===== src/hw/rtl/im2col_pkg.sv =====
// im2col row address generator: shared types and constants
// holds the beat structs, the configuration register set and its index codes
// no dependencies
package im2col_pkg;

    localparam int CFG_IDX_W = 3;
    localparam int CFG_DATA_W = 13;
    localparam int POS_W = 16;
    localparam int IH_W = 19;
    localparam int PROD_W = 26;
    localparam int CNT_W = 7;
    localparam int COL_W = 6;
    localparam int MID_DEPTH = 4;
    localparam int OUT_DEPTH = 2;

    typedef enum logic [CFG_IDX_W-1:0] {
        CFG_SRC_HEIGHT   = 3'd0,
        CFG_SRC_WIDTH    = 3'd1,
        CFG_OUT_WIDTH    = 3'd2,
        CFG_PAD_TOP      = 3'd3,
        CFG_PAD_LEFT     = 3'd4,
        CFG_STRIDE_VERT  = 3'd5,
        CFG_STRIDE_HORIZ = 3'd6
    } t_cfg_idx;

    typedef struct packed {
        logic [12:0] src_height;
        logic [12:0] src_width;
        logic [6:0]  out_width;
        logic [3:0]  pad_top;
        logic [3:0]  pad_left;
        logic [3:0]  stride_vert;
        logic [3:0]  stride_horiz;
    } t_cfg;

    typedef struct packed {
        logic [31:0] plane_base;
        logic [3:0]  kernel_row;
        logic [3:0]  kernel_col;
        logic [11:0] out_row;
    } t_item;

    typedef struct packed {
        logic [5:0]  column_index;
        logic [31:0] source_address;
        logic        is_padding;
        logic        last;
    } t_result;

endpackage


===== src/hw/rtl/im2col_fifo.sv =====
// im2col row address generator: small first-word-fall-through queue
// used between front and back and as the result buffer; no package use
module im2col_fifo #(
    parameter int WIDTH = 8,
    parameter int DEPTH = 4
) (
    input  logic                         i_clk,
    input  logic                         i_rst_n,
    input  logic                         i_wr,
    input  logic [WIDTH-1:0]             i_wr_data,
    input  logic                         i_rd,
    output logic [WIDTH-1:0]             o_rd_data,
    output logic                         o_full,
    output logic                         o_empty,
    output logic [$clog2(DEPTH+1)-1:0]   o_count
);

    localparam int PTR_W = (DEPTH > 1) ? $clog2(DEPTH) : 1;
    localparam int CNT_W = $clog2(DEPTH + 1);

    logic [WIDTH-1:0] r_mem [DEPTH];
    logic [PTR_W-1:0] r_wr_ptr;
    logic [PTR_W-1:0] r_rd_ptr;
    logic [CNT_W-1:0] r_count;
    logic             wr_ok;
    logic             rd_ok;

    assign o_full  = (r_count == CNT_W'(DEPTH));
    assign o_empty = (r_count == '0);
    assign o_count = r_count;
    assign wr_ok   = i_wr & ~o_full;
    assign rd_ok   = i_rd & ~o_empty;
    assign o_rd_data = r_mem[r_rd_ptr];

    always_ff @(posedge i_clk) begin
        if (wr_ok) begin
            r_mem[r_wr_ptr] <= i_wr_data;
        end
    end

    always_ff @(posedge i_clk) begin
        if (!i_rst_n) begin
            r_wr_ptr <= '0;
            r_rd_ptr <= '0;
            r_count  <= '0;
        end else begin
            if (wr_ok) begin
                r_wr_ptr <= (r_wr_ptr == PTR_W'(DEPTH - 1)) ? '0 : r_wr_ptr + 1'b1;
            end
            if (rd_ok) begin
                r_rd_ptr <= (r_rd_ptr == PTR_W'(DEPTH - 1)) ? '0 : r_rd_ptr + 1'b1;
            end
            if (wr_ok && !rd_ok) begin
                r_count <= r_count + 1'b1;
            end else if (rd_ok && !wr_ok) begin
                r_count <= r_count - 1'b1;
            end
        end
    end

endmodule


===== src/hw/rtl/im2col_front.sv =====
// im2col row address generator: front end
// takes row beats, finds the source row and its base address, feeds the row queue
// depends on im2col_pkg
module im2col_front #(
    parameter int DIL_VERT  = 1,
    parameter int DIL_HORIZ = 1,
    parameter int ADDR_BITS = 32,
    parameter int DEPTH     = 4
) (
    input  logic                                  i_clk,
    input  logic                                  i_rst_n,
    input  logic                                  i_push,
    input  im2col_pkg::t_item                     i_item,
    input  im2col_pkg::t_cfg                      i_cfg,
    input  logic [$clog2(DEPTH+1)-1:0]            i_mid_count,
    output logic                                  o_full,
    output logic                                  o_mid_wr,
    output logic [ADDR_BITS+im2col_pkg::POS_W:0]  o_mid_data
);

    localparam int CNT_W = $clog2(DEPTH + 1);
    localparam int OCC_W = CNT_W + 1;
    localparam int IH_W = im2col_pkg::IH_W;
    localparam int POS_W = im2col_pkg::POS_W;
    localparam int PROD_W = im2col_pkg::PROD_W;

    logic                 accept;
    logic [OCC_W-1:0]     occ;
    logic [IH_W-1:0]      ih;
    logic                 ih_ok;
    logic [POS_W-1:0]     iw0;
    logic [ADDR_BITS-1:0] rbase;

    logic                 r_s1_v;
    logic [31:0]          r_s1_base;
    logic [12:0]          r_s1_ih;
    logic                 r_s1_ok;
    logic [POS_W-1:0]     r_s1_iw0;

    logic                 r_s2_v;
    logic [31:0]          r_s2_base;
    logic [PROD_W-1:0]    r_s2_prod;
    logic                 r_s2_ok;
    logic [POS_W-1:0]     r_s2_iw0;

    assign occ = OCC_W'(i_mid_count) + OCC_W'(r_s1_v) + OCC_W'(r_s2_v);
    assign o_full = (occ >= OCC_W'(DEPTH));
    assign accept = i_push & ~o_full;

    assign ih = IH_W'(i_item.out_row) * IH_W'(i_cfg.stride_vert)
              + IH_W'(i_item.kernel_row) * IH_W'(DIL_VERT)
              - IH_W'(i_cfg.pad_top);
    assign ih_ok = ~ih[IH_W-1] && (ih[IH_W-2:0] < (IH_W-1)'(i_cfg.src_height));
    assign iw0 = POS_W'(i_item.kernel_col) * POS_W'(DIL_HORIZ) - POS_W'(i_cfg.pad_left);

    assign rbase = r_s2_ok ? ADDR_BITS'(r_s2_base) + ADDR_BITS'(r_s2_prod) : '0;
    assign o_mid_wr = r_s2_v;
    assign o_mid_data = {rbase, r_s2_ok, r_s2_iw0};

    always_ff @(posedge i_clk) begin
        if (!i_rst_n) begin
            r_s1_v <= 1'b0;
            r_s2_v <= 1'b0;
        end else begin
            r_s1_v <= accept;
            r_s2_v <= r_s1_v;
        end
    end

    // row payload, no reset
    always_ff @(posedge i_clk) begin
        r_s1_base <= i_item.plane_base;
        r_s1_ih   <= ih[12:0];
        r_s1_ok   <= ih_ok;
        r_s1_iw0  <= iw0;
        r_s2_base <= r_s1_base;
        r_s2_prod <= PROD_W'(r_s1_ih) * PROD_W'(i_cfg.src_width);
        r_s2_ok   <= r_s1_ok;
        r_s2_iw0  <= r_s1_iw0;
    end

endmodule


===== src/hw/rtl/im2col_back.sv =====
// im2col row address generator: back end
// walks the output columns of one queued row, one result beat per cycle
// while the result queue has room; depends on im2col_pkg
module im2col_back #(
    parameter int MAX_OUT_WIDTH = 64,
    parameter int ADDR_BITS     = 32
) (
    input  logic                                  i_clk,
    input  logic                                  i_rst_n,
    input  im2col_pkg::t_cfg                      i_cfg,
    input  logic                                  i_mid_empty,
    input  logic [ADDR_BITS+im2col_pkg::POS_W:0]  i_mid_data,
    output logic                                  o_mid_rd,
    input  logic                                  i_out_full,
    output logic                                  o_out_wr,
    output im2col_pkg::t_result                   o_out_data
);

    localparam int POS_W = im2col_pkg::POS_W;
    localparam int CNT_W = im2col_pkg::CNT_W;
    localparam int COL_W = im2col_pkg::COL_W;

    typedef enum logic [1:0] {
        ST_IDLE = 2'b01,
        ST_RUN  = 2'b10
    } t_state;

    t_state               r_state;
    t_state               n_state;
    logic [COL_W-1:0]     r_col;
    logic [COL_W-1:0]     n_col;
    logic [POS_W-1:0]     r_iw;
    logic [POS_W-1:0]     n_iw;
    logic [ADDR_BITS-1:0] r_rbase;
    logic                 r_ih_ok;
    logic                 load;

    logic [CNT_W-1:0]     count;
    logic                 col_ok;
    logic                 is_last;
    logic [ADDR_BITS-1:0] addr;

    assign count = (i_cfg.out_width > CNT_W'(MAX_OUT_WIDTH)) ? CNT_W'(MAX_OUT_WIDTH)
                                                             : i_cfg.out_width;
    assign col_ok = r_ih_ok && ~r_iw[POS_W-1]
                 && (r_iw[POS_W-2:0] < (POS_W-1)'(i_cfg.src_width));
    assign is_last = (CNT_W'(r_col) + CNT_W'(1) == count);
    assign addr = r_rbase + ADDR_BITS'(r_iw[POS_W-2:0]);

    assign o_out_data.column_index   = r_col;
    assign o_out_data.source_address = col_ok ? 32'(addr) : '0;
    assign o_out_data.is_padding     = ~col_ok;
    assign o_out_data.last           = is_last;

    always_comb begin
        n_state  = r_state;
        n_col    = r_col;
        n_iw     = r_iw;
        o_mid_rd = 1'b0;
        o_out_wr = 1'b0;
        load     = 1'b0;
        unique case (r_state)
            ST_IDLE: begin
                if (!i_mid_empty) begin
                    o_mid_rd = 1'b1;
                    if (count != '0) begin
                        load    = 1'b1;
                        n_col   = '0;
                        n_iw    = i_mid_data[POS_W-1:0];
                        n_state = ST_RUN;
                    end
                end
            end
            ST_RUN: begin
                if (!i_out_full) begin
                    o_out_wr = 1'b1;
                    if (is_last) begin
                        n_state = ST_IDLE;
                    end else begin
                        n_col = r_col + 1'b1;
                        n_iw  = r_iw + POS_W'(i_cfg.stride_horiz);
                    end
                end
            end
            default: begin
                n_state = ST_IDLE;
            end
        endcase
    end

    always_ff @(posedge i_clk) begin
        if (!i_rst_n) begin
            r_state <= ST_IDLE;
            r_col   <= '0;
            r_iw    <= '0;
        end else begin
            r_state <= n_state;
            r_col   <= n_col;
            r_iw    <= n_iw;
        end
    end

    always_ff @(posedge i_clk) begin
        if (load) begin
            r_rbase <= i_mid_data[ADDR_BITS+POS_W:POS_W+1];
            r_ih_ok <= i_mid_data[POS_W];
        end
    end

endmodule


===== src/hw/rtl/im2col_row_address_generator.sv =====
// rows pass front registers s1 and s2 and the row queue to the back end, which takes
// a row only when idle, then one result beat per cycle while the out queue has room
// a row with out_width of zero is dropped and gives no result beat
// reset (synchronous, active low) empties both queues, idles the column walk
// and loads the register reset values; no clearing pass
module im2col_row_address_generator #(
    parameter int MAX_OUT_WIDTH = 64,
    parameter int DIL_VERT      = 1,
    parameter int DIL_HORIZ     = 1,
    parameter int ADDR_BITS     = 32
) (
    input  logic                                   i_clk,
    input  logic                                   i_rst_n,
    input  logic                                   push,
    output logic                                   full,
    input  im2col_pkg::t_item                      i_item,
    output logic                                   empty,
    input  logic                                   pop,
    output im2col_pkg::t_result                    o_result,
    input  logic                                   i_cfg_valid,
    output logic                                   o_cfg_ready,
    input  logic [im2col_pkg::CFG_IDX_W-1:0]       i_cfg_index,
    input  logic [im2col_pkg::CFG_DATA_W-1:0]      i_cfg_data
);

    localparam int MID_W = ADDR_BITS + im2col_pkg::POS_W + 1;
    localparam int MID_DEPTH = im2col_pkg::MID_DEPTH;
    localparam int OUT_DEPTH = im2col_pkg::OUT_DEPTH;
    localparam int RES_W = $bits(im2col_pkg::t_result);

    im2col_pkg::t_cfg                r_cfg;
    logic                            mid_wr;
    logic [MID_W-1:0]                mid_wr_data;
    logic                            mid_rd;
    logic [MID_W-1:0]                mid_rd_data;
    logic                            mid_empty;
    logic                            mid_full;
    logic [$clog2(MID_DEPTH+1)-1:0]  mid_count;
    logic                            out_wr;
    im2col_pkg::t_result             out_wr_data;
    logic [RES_W-1:0]                out_rd_data;
    logic                            out_full;
    logic [$clog2(OUT_DEPTH+1)-1:0]  out_count;

    assign o_cfg_ready = 1'b1;

    always_ff @(posedge i_clk) begin
        if (!i_rst_n) begin
            r_cfg.src_height   <= 13'd1;
            r_cfg.src_width    <= 13'd1;
            r_cfg.out_width    <= 7'd1;
            r_cfg.pad_top      <= 4'd0;
            r_cfg.pad_left     <= 4'd0;
            r_cfg.stride_vert  <= 4'd1;
            r_cfg.stride_horiz <= 4'd1;
        end else if (i_cfg_valid && o_cfg_ready) begin
            unique case (im2col_pkg::t_cfg_idx'(i_cfg_index))
                im2col_pkg::CFG_SRC_HEIGHT:   r_cfg.src_height   <= i_cfg_data;
                im2col_pkg::CFG_SRC_WIDTH:    r_cfg.src_width    <= i_cfg_data;
                im2col_pkg::CFG_OUT_WIDTH:    r_cfg.out_width    <= i_cfg_data[6:0];
                im2col_pkg::CFG_PAD_TOP:      r_cfg.pad_top      <= i_cfg_data[3:0];
                im2col_pkg::CFG_PAD_LEFT:     r_cfg.pad_left     <= i_cfg_data[3:0];
                im2col_pkg::CFG_STRIDE_VERT:  r_cfg.stride_vert  <= i_cfg_data[3:0];
                im2col_pkg::CFG_STRIDE_HORIZ: r_cfg.stride_horiz <= i_cfg_data[3:0];
                default: begin
                end
            endcase
        end
    end

    im2col_front #(
        .DIL_VERT  (DIL_VERT),
        .DIL_HORIZ (DIL_HORIZ),
        .ADDR_BITS (ADDR_BITS),
        .DEPTH     (MID_DEPTH)
    ) u_front (
        .i_clk       (i_clk),
        .i_rst_n     (i_rst_n),
        .i_push      (push),
        .i_item      (i_item),
        .i_cfg       (r_cfg),
        .i_mid_count (mid_count),
        .o_full      (full),
        .o_mid_wr    (mid_wr),
        .o_mid_data  (mid_wr_data)
    );

    im2col_fifo #(
        .WIDTH (MID_W),
        .DEPTH (MID_DEPTH)
    ) u_mid_fifo (
        .i_clk     (i_clk),
        .i_rst_n   (i_rst_n),
        .i_wr      (mid_wr),
        .i_wr_data (mid_wr_data),
        .i_rd      (mid_rd),
        .o_rd_data (mid_rd_data),
        .o_full    (mid_full),
        .o_empty   (mid_empty),
        .o_count   (mid_count)
    );

    im2col_back #(
        .MAX_OUT_WIDTH (MAX_OUT_WIDTH),
        .ADDR_BITS     (ADDR_BITS)
    ) u_back (
        .i_clk       (i_clk),
        .i_rst_n     (i_rst_n),
        .i_cfg       (r_cfg),
        .i_mid_empty (mid_empty),
        .i_mid_data  (mid_rd_data),
        .o_mid_rd    (mid_rd),
        .i_out_full  (out_full),
        .o_out_wr    (out_wr),
        .o_out_data  (out_wr_data)
    );

    im2col_fifo #(
        .WIDTH (RES_W),
        .DEPTH (OUT_DEPTH)
    ) u_out_fifo (
        .i_clk     (i_clk),
        .i_rst_n   (i_rst_n),
        .i_wr      (out_wr & ~mid_full | out_wr),
        .i_wr_data (out_wr_data),
        .i_rd      (pop),
        .o_rd_data (out_rd_data),
        .o_full    (out_full),
        .o_empty   (empty),
        .o_count   (out_count)
    );

    assign o_result = im2col_pkg::t_result'(out_rd_data);

endmodule


===== config.mk =====
export PLATFORM = sky130hd
export DESIGN_NAME = im2col_row_address_generator
export DESIGN_NICKNAME = d
export VERILOG_FILES = /design/src/hw/rtl/im2col_pkg.sv /design/src/hw/rtl/im2col_fifo.sv /design/src/hw/rtl/im2col_front.sv /design/src/hw/rtl/im2col_back.sv /design/src/hw/rtl/im2col_row_address_generator.sv
export SDC_FILE = /design/constraint.sdc
export NUM_CORES = 1
export LEC_CHECK = 0
export BUFFER_PORTS_ARGS = -buffer_cell sky130_fd_sc_hd__buf_4
export CAP_MARGIN = 30
export CORE_MARGIN = 2
export CORE_UTILIZATION = 25
export CTS_CLUSTER_SIZE = 8
export DETAILED_ROUTE_END_ITERATION = 7
export GPL_ROUTABILITY_DRIVEN = 0
export SLEW_MARGIN = 20
export SYNTH_ARGS = -nofsm -noshare
export SYNTH_HDL_FRONTEND = slang
export SYNTH_HIERARCHICAL = 1
export SYNTH_SLANG_ARGS = --single-unit

===== constraint.sdc =====
create_clock -name i_clk -period 7.06 [get_ports i_clk]
set_input_delay 1.059 -clock i_clk [delete_from_list [all_inputs] [get_ports i_clk]]
set_output_delay 1.059 -clock i_clk [all_outputs]
set_load 0.03 [all_outputs]

=== Word-level counts from Yosys, hierarchy flattened ===
Memory sizes are Yosys's and may differ from the RTL's. A register that Yosys moved wholly into a read port is not among the register bits.
Index checks and enable logic that the tools add are counted.

* Add/subtract/negate cells: 18
* Multipliers: 2
* Order comparisons: 4
* Eq/ne operators: 18
* Mux-type cells: 41
* Bitwise logic cells: 15
* Reductions and logical operators: 27

{| class="wikitable"
|+ Operators by type and width
! operator !! number
|-
| 2-to-1 mux 16 bit || 4
|-
| 2-to-1 mux 32 bit || 2
|-
| adder 32 x 15 -> 32 bit || 1
|-
| adder 32 x 26 -> 32 bit || 1
|-
| one-hot mux 16 bit (2 select lines) || 1
|-
| multiplier 13 x 13 -> 26 bit || 1
|-
| 2-to-1 mux 6 bit || 4
|-
| 2-to-1 mux 2 bit || 10
|-
| subtractor 19 x 4 -> 19 bit || 1
|-
| less-than comparator 18 x 13 -> 1 bit || 1
|-
| adder 16 x 4 -> 17 bit || 1
|-
| adder 16 x 4 -> 16 bit || 1
|-
| multiplier 12 x 4 -> 16 bit || 1
|-
| less-than comparator 15 x 13 -> 1 bit || 1
|-
| 2-to-1 mux 1 bit || 15
|-
| AND reduction 2 bit || 7
|-
| == test 3 bit, second input constant || 4
|-
| one-hot mux 6 bit (2 select lines) || 1
|-
| == test 2 bit, second input constant || 4
|-
| NOT 1 bit || 8
|-
| adder 6 x 1 -> 7 bit, second input constant || 1
|-
| == test 7 bit || 1
|-
| greater-than comparator 7 bit, second input constant || 1
|-
| logical AND 1 bit || 7
|-
| 27 further kinds || 46
|}

* Flip-flop bits (word level): 256
* RAM bits: 276
* Input port bits: 73
* Output and inout port bits: 43
* Memories kept: 2

{| class="wikitable"
|+ Memory list
! memory !! depth !! width !! rd ports !! clocked after Yosys merged registers in !! wr ports !! RTL line !! RTL
|-
| u_mid_fifo.r_mem || 4 || 49 || 1 || 1 || 1 || im2col_fifo.sv:21 || <nowiki>logic [WIDTH-1:0] r_mem [DEPTH];</nowiki>
|-
| u_out_fifo.r_mem || 2 || 40 || 1 || 1 || 1 || im2col_fifo.sv:21 ||
|}

=== Longest topological paths before layout ===
Gate-level depths: netlist (run 1).

* Depth in word-level cells: 10
* Gate-level depth with buffers: 20

=== Cells and area by module ===
Netlist (run 1), hierarchy kept.

{| class="wikitable"
|+ By module, submodules not included
! module !! instances !! cells an instance !! area an instance (µm²) !! seq. area each (µm²)
|-
| im2col_front || 1 || 1,352 || 12,110.4 || 2,342.2
|-
| im2col_fifo (u_mid_fifo) || 1 || 307 || 7,566.0 || 6,065.8
|-
| im2col_back || 1 || 503 || 4,339.2 || 1,471.4
|-
| im2col_fifo (u_out_fifo) || 1 || 149 || 3,106.7 || 2,502.4
|-
| im2col_row_address_generator || 1 || 187 || 1,919.3 || 980.9
|}

=== Least setup slack after synthesis (run 1) ===
No wires, ideal clock.

* Path kind: input -> register
* From: input i_item[2] in the netlist's numbering
* To: register u_front.r_s1_ok
* Setup time: 0.078 ns
* Data arrival time: 5.143 ns
* Slack: 1.839 ns
* Stages on the path: 19
* Buffers on the path: 0
* Path through: nand2_1 > fa_1 > inv_1 > ha_1 > inv_1 > fa_1 > inv_1 > ha_1 > fa_1 > a211oi_1 > o21ai_1 > a41oi_1 > xnor2_1 > ha_1 > a21oi_1 > o211ai_1 > a2111oi_0 > o2111ai_1 > nor3_1

* Cells in the longest elaborated chain, start to end: 5
* Elaborated cells on any way between the ends: 6

{| class="wikitable"
|+ Ends and longest elaborated chain
! what !! RTL line !! RTL
|-
| from (decl) || im2col_row_address_generator.sv:16 || <nowiki>input im2col_pkg::t_item i_item,</nowiki>
|-
| multiplier 12 x 4 -> 16 bit || im2col_front.sv:50 || <nowiki>assign ih = IH_W'(i_item.out_row) * IH_W'(i_cfg.stride_vert)</nowiki>
|-
| adder 16 x 4 -> 17 bit || im2col_front.sv:51 || <nowiki>+ IH_W'(i_item.kernel_row) * IH_W'(DIL_VERT)</nowiki>
|-
| subtractor 19 x 4 -> 19 bit || im2col_front.sv:52 || <nowiki>- IH_W'(i_cfg.pad_top);</nowiki>
|-
| named net u_front.ih[12] || im2col_front.sv:29 || <nowiki>logic [IH_W-1:0] ih;</nowiki>
|-
| less-than comparator 18 x 13 -> 1 bit || im2col_front.sv:53 || <nowiki>assign ih_ok = ~ih[IH_W-1] && (ih[IH_W-2:0] < (IH_W-1)'(i_cfg.src_height));</nowiki>
|-
| logical AND 1 bit || im2col_front.sv:53 ||
|-
| named net u_front.ih_ok || im2col_front.sv:30 || <nowiki>logic ih_ok;</nowiki>
|-
| to (signal assigned) || im2col_front.sv:74 || <nowiki>r_s1_ok <= ih_ok;</nowiki>
|-
| to (decl) || im2col_front.sv:37 || <nowiki>logic r_s1_ok;</nowiki>
|}

The timed path passes the listed nets, and every way through them passes these cells.
A chain may end at the register's enable or synchronous reset.

=== Worst setup path after layout (run 1) ===
* From: register r_cfg[26] in the netlist's numbering
* To: register u_front.r_s2_prod[20]

* Cells in the longest elaborated chain, start to end: 1

{| class="wikitable"
|+ Ends and longest elaborated chain
! what !! RTL line !! RTL
|-
| from (decl) || im2col_row_address_generator.sv:31 || <nowiki>im2col_pkg::t_cfg r_cfg;</nowiki>
|-
| multiplier 13 x 13 -> 26 bit || im2col_front.sv:77 || <nowiki>r_s2_prod <= PROD_W'(r_s1_ih) * PROD_W'(i_cfg.src_width);</nowiki>
|-
| to (signal assigned) || im2col_front.sv:77 ||
|-
| to (decl) || im2col_front.sv:42 || <nowiki>logic [PROD_W-1:0] r_s2_prod;</nowiki>
|}

Every way passes these cells.

==> impl_metrics.csv, run 1 <==
group,metric,value,unit
route,first_iter_violations,1097,
route,routed_wl,66.38,mm
cells_and_area,utilization,29.01,%
synth,synth_top_family_by_area,"adder cells",
synth,synthMuxAreaShare,7.548,%
synth,synth_compound_area_share,8.690,%
floorplan,core_area,115700,um2
floorplan,ios,116,
hold_path,hp-class,"reg2reg",
grt,grt.busiest_layer,"met2",
grt,use_met2,18.72,%
synth,synth_area,29040,um2
synth,ys_seq_area_share,46.01,%
clock_network,clkTransAtPathRegs,0.05,ns
synth,async_flop_share,0,%
grt,overflow,0,
clock_network,ctsResizeCount,0,
timing,setup_violations,0,
place,place_inst,4046,
synth,synth-main-ff-cell,"edfxtp_1",
critical_path,slowest_stage,"dfxtp_1",
clock_network,clock_path_buffers,3,
grt,first_global_vias,18590,
critical_path,critPathKind,"reg2reg",
place,portBuffers,114,
critical_path,critPathLaunchType,"flop",
synth,synthCells,2498,
floorplan,fp.dieW,344.8,um
timing,setup_tns,0,ns
grt,grt_util_met3,2.375,%
timing,drv_slew,0,
clock_network,postCtsHoldBufs,0,
timing,tightestPinTransition,0.8456,ns
cells_and_area,drive_gt1_share,13.15,%
timing,fmax,0.1813,GHz
timing,rsz0062_at_grt,"false",
timing,slew_headroom,43.19,%
place,hpwl,48.12,mm
place,dp_slack,1.336,ns
pwr,power-per-cell-area,303.9,nW/um2
floorplan,die_y,344.8,um
cells_and_area,area_growth,15.62,%
synth,syn_avg_cell_area,11.63,um2
floorplan,dieArea,118900,um2
floorplan,initial_core_util,25.09,%
synth,yosys_warnings,6,
grt,grt_pass1_wl,104.3,mm
route,first_pass_iters,5,
clock_network,post_cts_buffers,0,
route,routedWlPerCell,15.91,um
timing,finalCritPeriodShare,78.12,%
synth,synthAdderAreaFrac,19.06,%
floorplan,row_count,125,
critical_path,worst_path_most_repeated_cell,"fa_1",
route,dr_total_vias,18490,
critical_path,slowest_delay,0.72,ns
route,drtAntennaViolNets,0,
grt,grt_start_max_net_pins,50,
clock_network,cts-htree-levels,3,
critical_path,crit_family,"adder cells",
pwr,power.total,10.21,mW
timing,report.final.hold_viol_count,0,
clock_network,cts-root-buf,"clkbuf_16",
clock_network,cts_tree,"done",
timing,period_needed,5.515,ns
critical_path,worstPathRequired,7.59,ns
timing,fin_skew,0.02955,ns
route,drc,0,
run_status,status,"completed",
pwr,power_leakage,13.38,nW
critical_path,path_cells,"nand2_1 -> fa_1 -> inv_1 -> fa_1 -> fa_1 -> inv_1 -> fa_1 -> fa_1 -> inv_1 -> ha_1 -> o21ai_1 -> o21ai_1 -> a31oi_4 -> o21ai_1 -> o41a_1 -> nor3_1 -> o41a_1",
cells_and_area,fin_cells,4173,
job,max_cap_violations,0,
critical_path,crit_fanout,15,
synth,synth-simple-area-share,10.80,%
clock_network,clock_latency,0.61,ns
critical_path,cp.arrival,6.05,ns
cells_and_area,final_nets,3025,
synth,synth_nets,2921,
grt,use_met1,14.33,%
grt,track_usage,11.16,%
grt,antenna_found_initial,10,
synth,synth_edf_count,309,
clock_network,cts-buffers-inserted,75,
critical_path,crit_buf_inv,3,
pwr,irDropWorstVdd,0.1976,mV
synth,synth_seq_cells,513,
critical_path,critPathCaptureType,"flop",
clock_network,cts_sinks,513,
timing,worst_slack,1.545,ns
synth,synth-xor-area-share,2.171,%
synth,synth_cell_types,93,
route,routed_via_density,4.431,
synth_stat cells, types with 10 or more instances:
cell	instances	area, um2
o211ai_1	12	90.09
and2_1	105	656.9
o21a_1	21	157.7
inv_1	286	1074
nor2_1	92	345.3
mux2_2	40	450.4
o21bai_1	10	75.07
a21oi_1	86	430.4
nor2b_1	14	87.58
o21ai_0	57	285.3
a21o_1	34	255.2
buf_4	21	157.7
xor2_1	24	210.2
o31ai_1	13	97.59
mux2i_1	63	630.6
fa_1	154	3083
nand4_1	10	62.56
ha_1	196	2452
nor4_1	11	68.82
xnor2_1	48	420.4
nand2b_1	17	106.4
edfxtp_1	309	9279
nand2_1	282	1059
dfxtp_1	204	4084
mux4_2	47	1059
buf_2	14	70.07
nand3_1	33	165.2
and3_1	11	68.82
a211oi_1	22	165.2
nor3_1	29	145.1
o21ai_1	13	65.06
a31oi_1	14	87.58
clkbuf_1	61	229.0
where the power goes:
group	switching, mW	internal (mW)	total [mW]
clock network	1.25	1.97	3.22
logic	1.77	1.24	3.01
registers	0.369	3.60	3.97
routing by layer:
layer / wire, um / vias to the layer above
li1: - / 8878
met1: 28980 / 9105
met2: 32260 / 381
met3: 3551 / 112
met4: 1500 / 14
met5: 87 / -
cell type report:
type	count	area, um2
repair buffers	135	1044
diodes	3	7.507
fillers	11910	82160
well taps	1524	1907
inverters	289	1086
clock buffers	114	2033
multi-input cells	1588	14050
clock inverters	7	82.58
flip-flops and latches	513	13370
flip-flops by register name, summed over array words and instances (netlist names), 5 cells and up, named ones only:
| signal | count |
|---|---|
| r_cfg | 49 |
| u_back/r_col | 6 |
| u_back/r_iw | 16 |
| u_back/r_rbase | 32 |
| u_front/r_s1_base | 32 |
| u_front/r_s1_ih | 13 |
| u_front/r_s1_iw0 | 5 |
| u_front/r_s2_base | 32 |
| u_front/r_s2_iw0 | 5 |
| u_front/r_s2_prod | 26 |
| u_mid_fifo/r_mem | 196 |
| u_out_fifo/r_mem | 80 |
cells by family after synthesis:
logic type | count (synthesis)
and+or+nand+nor | 648
AOI/OAI and AO/OA | 365
other | 1
xor gates and xnor gates | 72
buffers and inverters | 397
adders and majority gates | 350
muxes | 152
DFF | 513
cell usage in the layout, fill, tap and decap left out, types with 57 or more instances in the layout:
| cell type | instances |
|---|---|
| and2_1 | 101 |
| ha_1 | 196 |
| inv_1 | 286 |
| nand2_1 | 282 |
| mux2i_1 | 63 |
| clkbuf_16 | 75 |
| nor2_1 | 92 |
| fa_1 | 154 |
| o21ai_0 | 57 |
| edfxtp_1 | 309 |
| buf_4 | 130 |
| dfxtp_1 | 201 |
| a21oi_1 | 86 |
worst reg2reg max path, cell delays in order, from the launching register on:
cell	delay, ns
dfxtp_1	0.72
nand2_1	0.18
fa_1	0.55
inv_1	0.05
fa_1	0.49
fa_1	0.55
inv_1	0.06
fa_1	0.46
fa_1	0.55
inv_1	0.04
ha_1	0.34
o21ai_1	0.13
o21ai_1	0.14
a31oi_4	0.28
o21ai_1	0.13
o41a_1	0.37
nor3_1	0.23
o41a_1	0.17
path summary, 6_finish.rpt:
path	endpoint	depth (start not counted)	slack [ns]	startpoint
max	u_front/r_s2_prod[20]	17	1.54	r_cfg[26]
min reg2reg	u_front/r_s2_iw0[1]	0	0.30	u_front/r_s1_iw0[1]
max reg2reg	u_front/r_s2_prod[20]	17	1.54	r_cfg[26]
min	u_front/r_s2_iw0[1]	0	0.30	u_front/r_s1_iw0[1]
stage by stage:
stage	instance area (um2)	hold slack, ns
floorplan	29040	0.3096
global placement	31390	0.3113
detailed placement	31410	0.3121
CTS	33520	0.2989
global route	33570	0.3238
finish	33580	0.2984
Note: power is estimated with default switching activity, not from simulation.
==> run 2, diff against run 1 <==
- clock period: 7.06 -> 4.5 ns (I/O delays scaled with it)
==> run 2 against run 1 <==
  * Sequential share of layout area fell by 1.9 points
  * The flow now finishes with violations (setup timing)
  * Sequential cell count stayed put
  * Non-clock buffer count up 168
==> impl_metrics.csv, run 2 (synthesis results as in run 1) <==
group,metric,value,unit
pwr,power_leakage,14.34,nW
timing,worst_slack,-0.3174,ns
cells_and_area,drive_gt1_share,22.65,%
cells_and_area,largest_reg_flops,196,
timing,drv_slew,0,
cells_and_area,layout_commonest_cell,"edfxtp_1",
timing,setup_tns,-2.152,ns
critical_path,critPathKind,"reg2reg",
timing,period_needed,4.817,ns
floorplan,dieArea,118900,um2
clock_network,clock_latency,0.61,ns
clock_network,cts-htree-levels,3,
place,hpwl,50.62,mm
cells_and_area,fin_area,35470,um2
clock_network,clkTransAtPathRegs,0.05,ns
cells_and_area,area_growth,22.14,%
clock_network,postCtsHoldBufs,0,
timing,hold_ws,0.1727,ns
route,first_pass_iters,5,
cells_and_area,nFillCells,11710,
grt,first_global_vias,19780,
floorplan,row_count,125,
clock_network,cts_tree,"done",
run_status,violations,"setup timing",
route,routed_via_density,4.394,
clock_network,clock_path_buffers,3,
hold_path,min_path_cells,1,
route,routed_wl,68.64,mm
timing,report.final.hold_viol_count,0,
cells_and_area,diodes,0,
place,portBuffers,114,
floorplan,ios,116,
cells_and_area,top_register,"u_mid_fifo/r_mem",
floorplan,core_area,115700,um2
clock_network,cts_sinks,513,
critical_path,critPathCaptureType,"flop",
grt,grt_start_max_net_pins,50,
floorplan,fp.dieW,344.8,um
timing,fmax,0.2076,GHz
route,dr_total_vias,19020,
timing,slew_headroom,43.73,%
critical_path,crit_fanout,6,
critical_path,ff2ff_path_depth,17,
grt,overflow,0,
grt,grt_pass1_wl,109.3,mm
route,first_iter_violations,973,
floorplan,initial_core_util,25.09,%
timing,setup_violations,11,
route,drc,0,
clock_network,cts-buffers-inserted,74,
pwr,power.total,16.98,mW
grt,antenna_found_initial,9,
cells_and_area,final_cell_mix,"edfxtp_1 (309), buf_4 (284), inv_1 (273)",
cells_and_area,final_nets,3192,
critical_path,critPathLaunchType,"flop",
timing,fin_skew,0.02186,ns
cells_and_area,multi_input_area,14540,um2
run_status,status,"finished, violations left",
job,max_cap_violations,0,
timing,finalCritPeriodShare,107.1,%
floorplan,die_y,344.8,um
place,place_area,32720,um2
route,routedWlPerCell,15.86,um
timing,rsz0062_at_grt,"true",
grt,track_usage,11.65,%
route,drtAntennaViolNets,0,
pwr,irDropWorstVdd,0.2921,mV
critical_path,worstPathRequired,4.99,ns
clock_network,cts-root-buf,"clkbuf_16",
timing,tightestPinTransition,0.8440,ns
hold_path,hp-class,"in2reg",
cells_and_area,reg_top3,"u_mid_fifo/r_mem x196, u_out_fifo/r_mem x80, r_cfg x49",
cells_and_area,regArea,13430,um2
pwr,power-per-cell-area,478.7,nW/um2
critical_path,cp.arrival,5.30,ns
[run 2: layer usage]
| metal | GRT usage, % | part of all wire, % | vias up |
|---|---|---|---|
| met3 | 2.331 | 5.2 | 102 |
| met4 | 3.247 | 2.1 | 18 |
| met1 | 14.74 | 44 | 9321 |
| met5 | 0 | 0.15 | - |
| li1 | - | - | 9215 |
| met2 | 20.14 | 48 | 363 |
[run 2: power by group]
part | switching [mW] | leakage (nW) | internal [mW]
combinational | 3.17 | 8.83 | 2.60
sequential | 0.473 | 4.49 | 5.68
clock | 1.96 | 1.02 | 3.10
total | 5.61 | 14.3 | 11.4
[run 2: layout make-up]
type | count | area share [%]
timing repair buffer | 303 | 6.765
clock buffer | 106 | 5.735
tap | 1524 | 5.375
inverter | 289 | 3.062
sequential | 513 | 37.87
clock inverter | 5 | 0.2116
multi-input combinational | 1588 | 40.98
[run 2: through the flow]
step / utilization, % / setup slack [ns] / cells
after floorplan: - / -0.1962 / 2498
after global placement: 28.25 / -0.4974 / 4187
after detailed placement: 28.27 / -0.5116 / 4189
after CTS: 30.41 / -0.2785 / 4317
after global routing: 30.65 / -0.4346 / 4328
final: 30.65 / -0.3174 / 4328
[run 2: worst paths after layout]
kind | start | endpoint | slack [ns]
max | u_front/r_s1_ih[2] | u_front/r_s2_prod[25] | -0.32
min | i_item[23] | u_front/r_s1_base[3] | 0.17
max reg2reg | u_front/r_s1_ih[2] | u_front/r_s2_prod[25] | -0.32
min reg2reg | u_front/r_s1_base[13] | u_front/r_s2_base[13] | 0.32
[run 2: repair_timing]
action,in CTS,in global routing
setup endpoints to repair,16,15
pin swaps,67,45
setup buffers,17,11
resized for setup,58,61
[run 2: critical path, stage by stage, from the launching register on]
cell	delay, ns
dfxtp_4	0.38
buf_6	0.13
and2_4	0.15
fa_1	0.53
fa_1	0.44
fa_2	0.54
inv_1	0.05
fa_2	0.51
inv_1	0.05
fa_1	0.48
ha_4	0.31
and3_4	0.18
a31oi_1	0.08
o21ai_1	0.10
a21oi_2	0.06
or3_4	0.35
a41o_1	0.25
xnor2_1	0.12
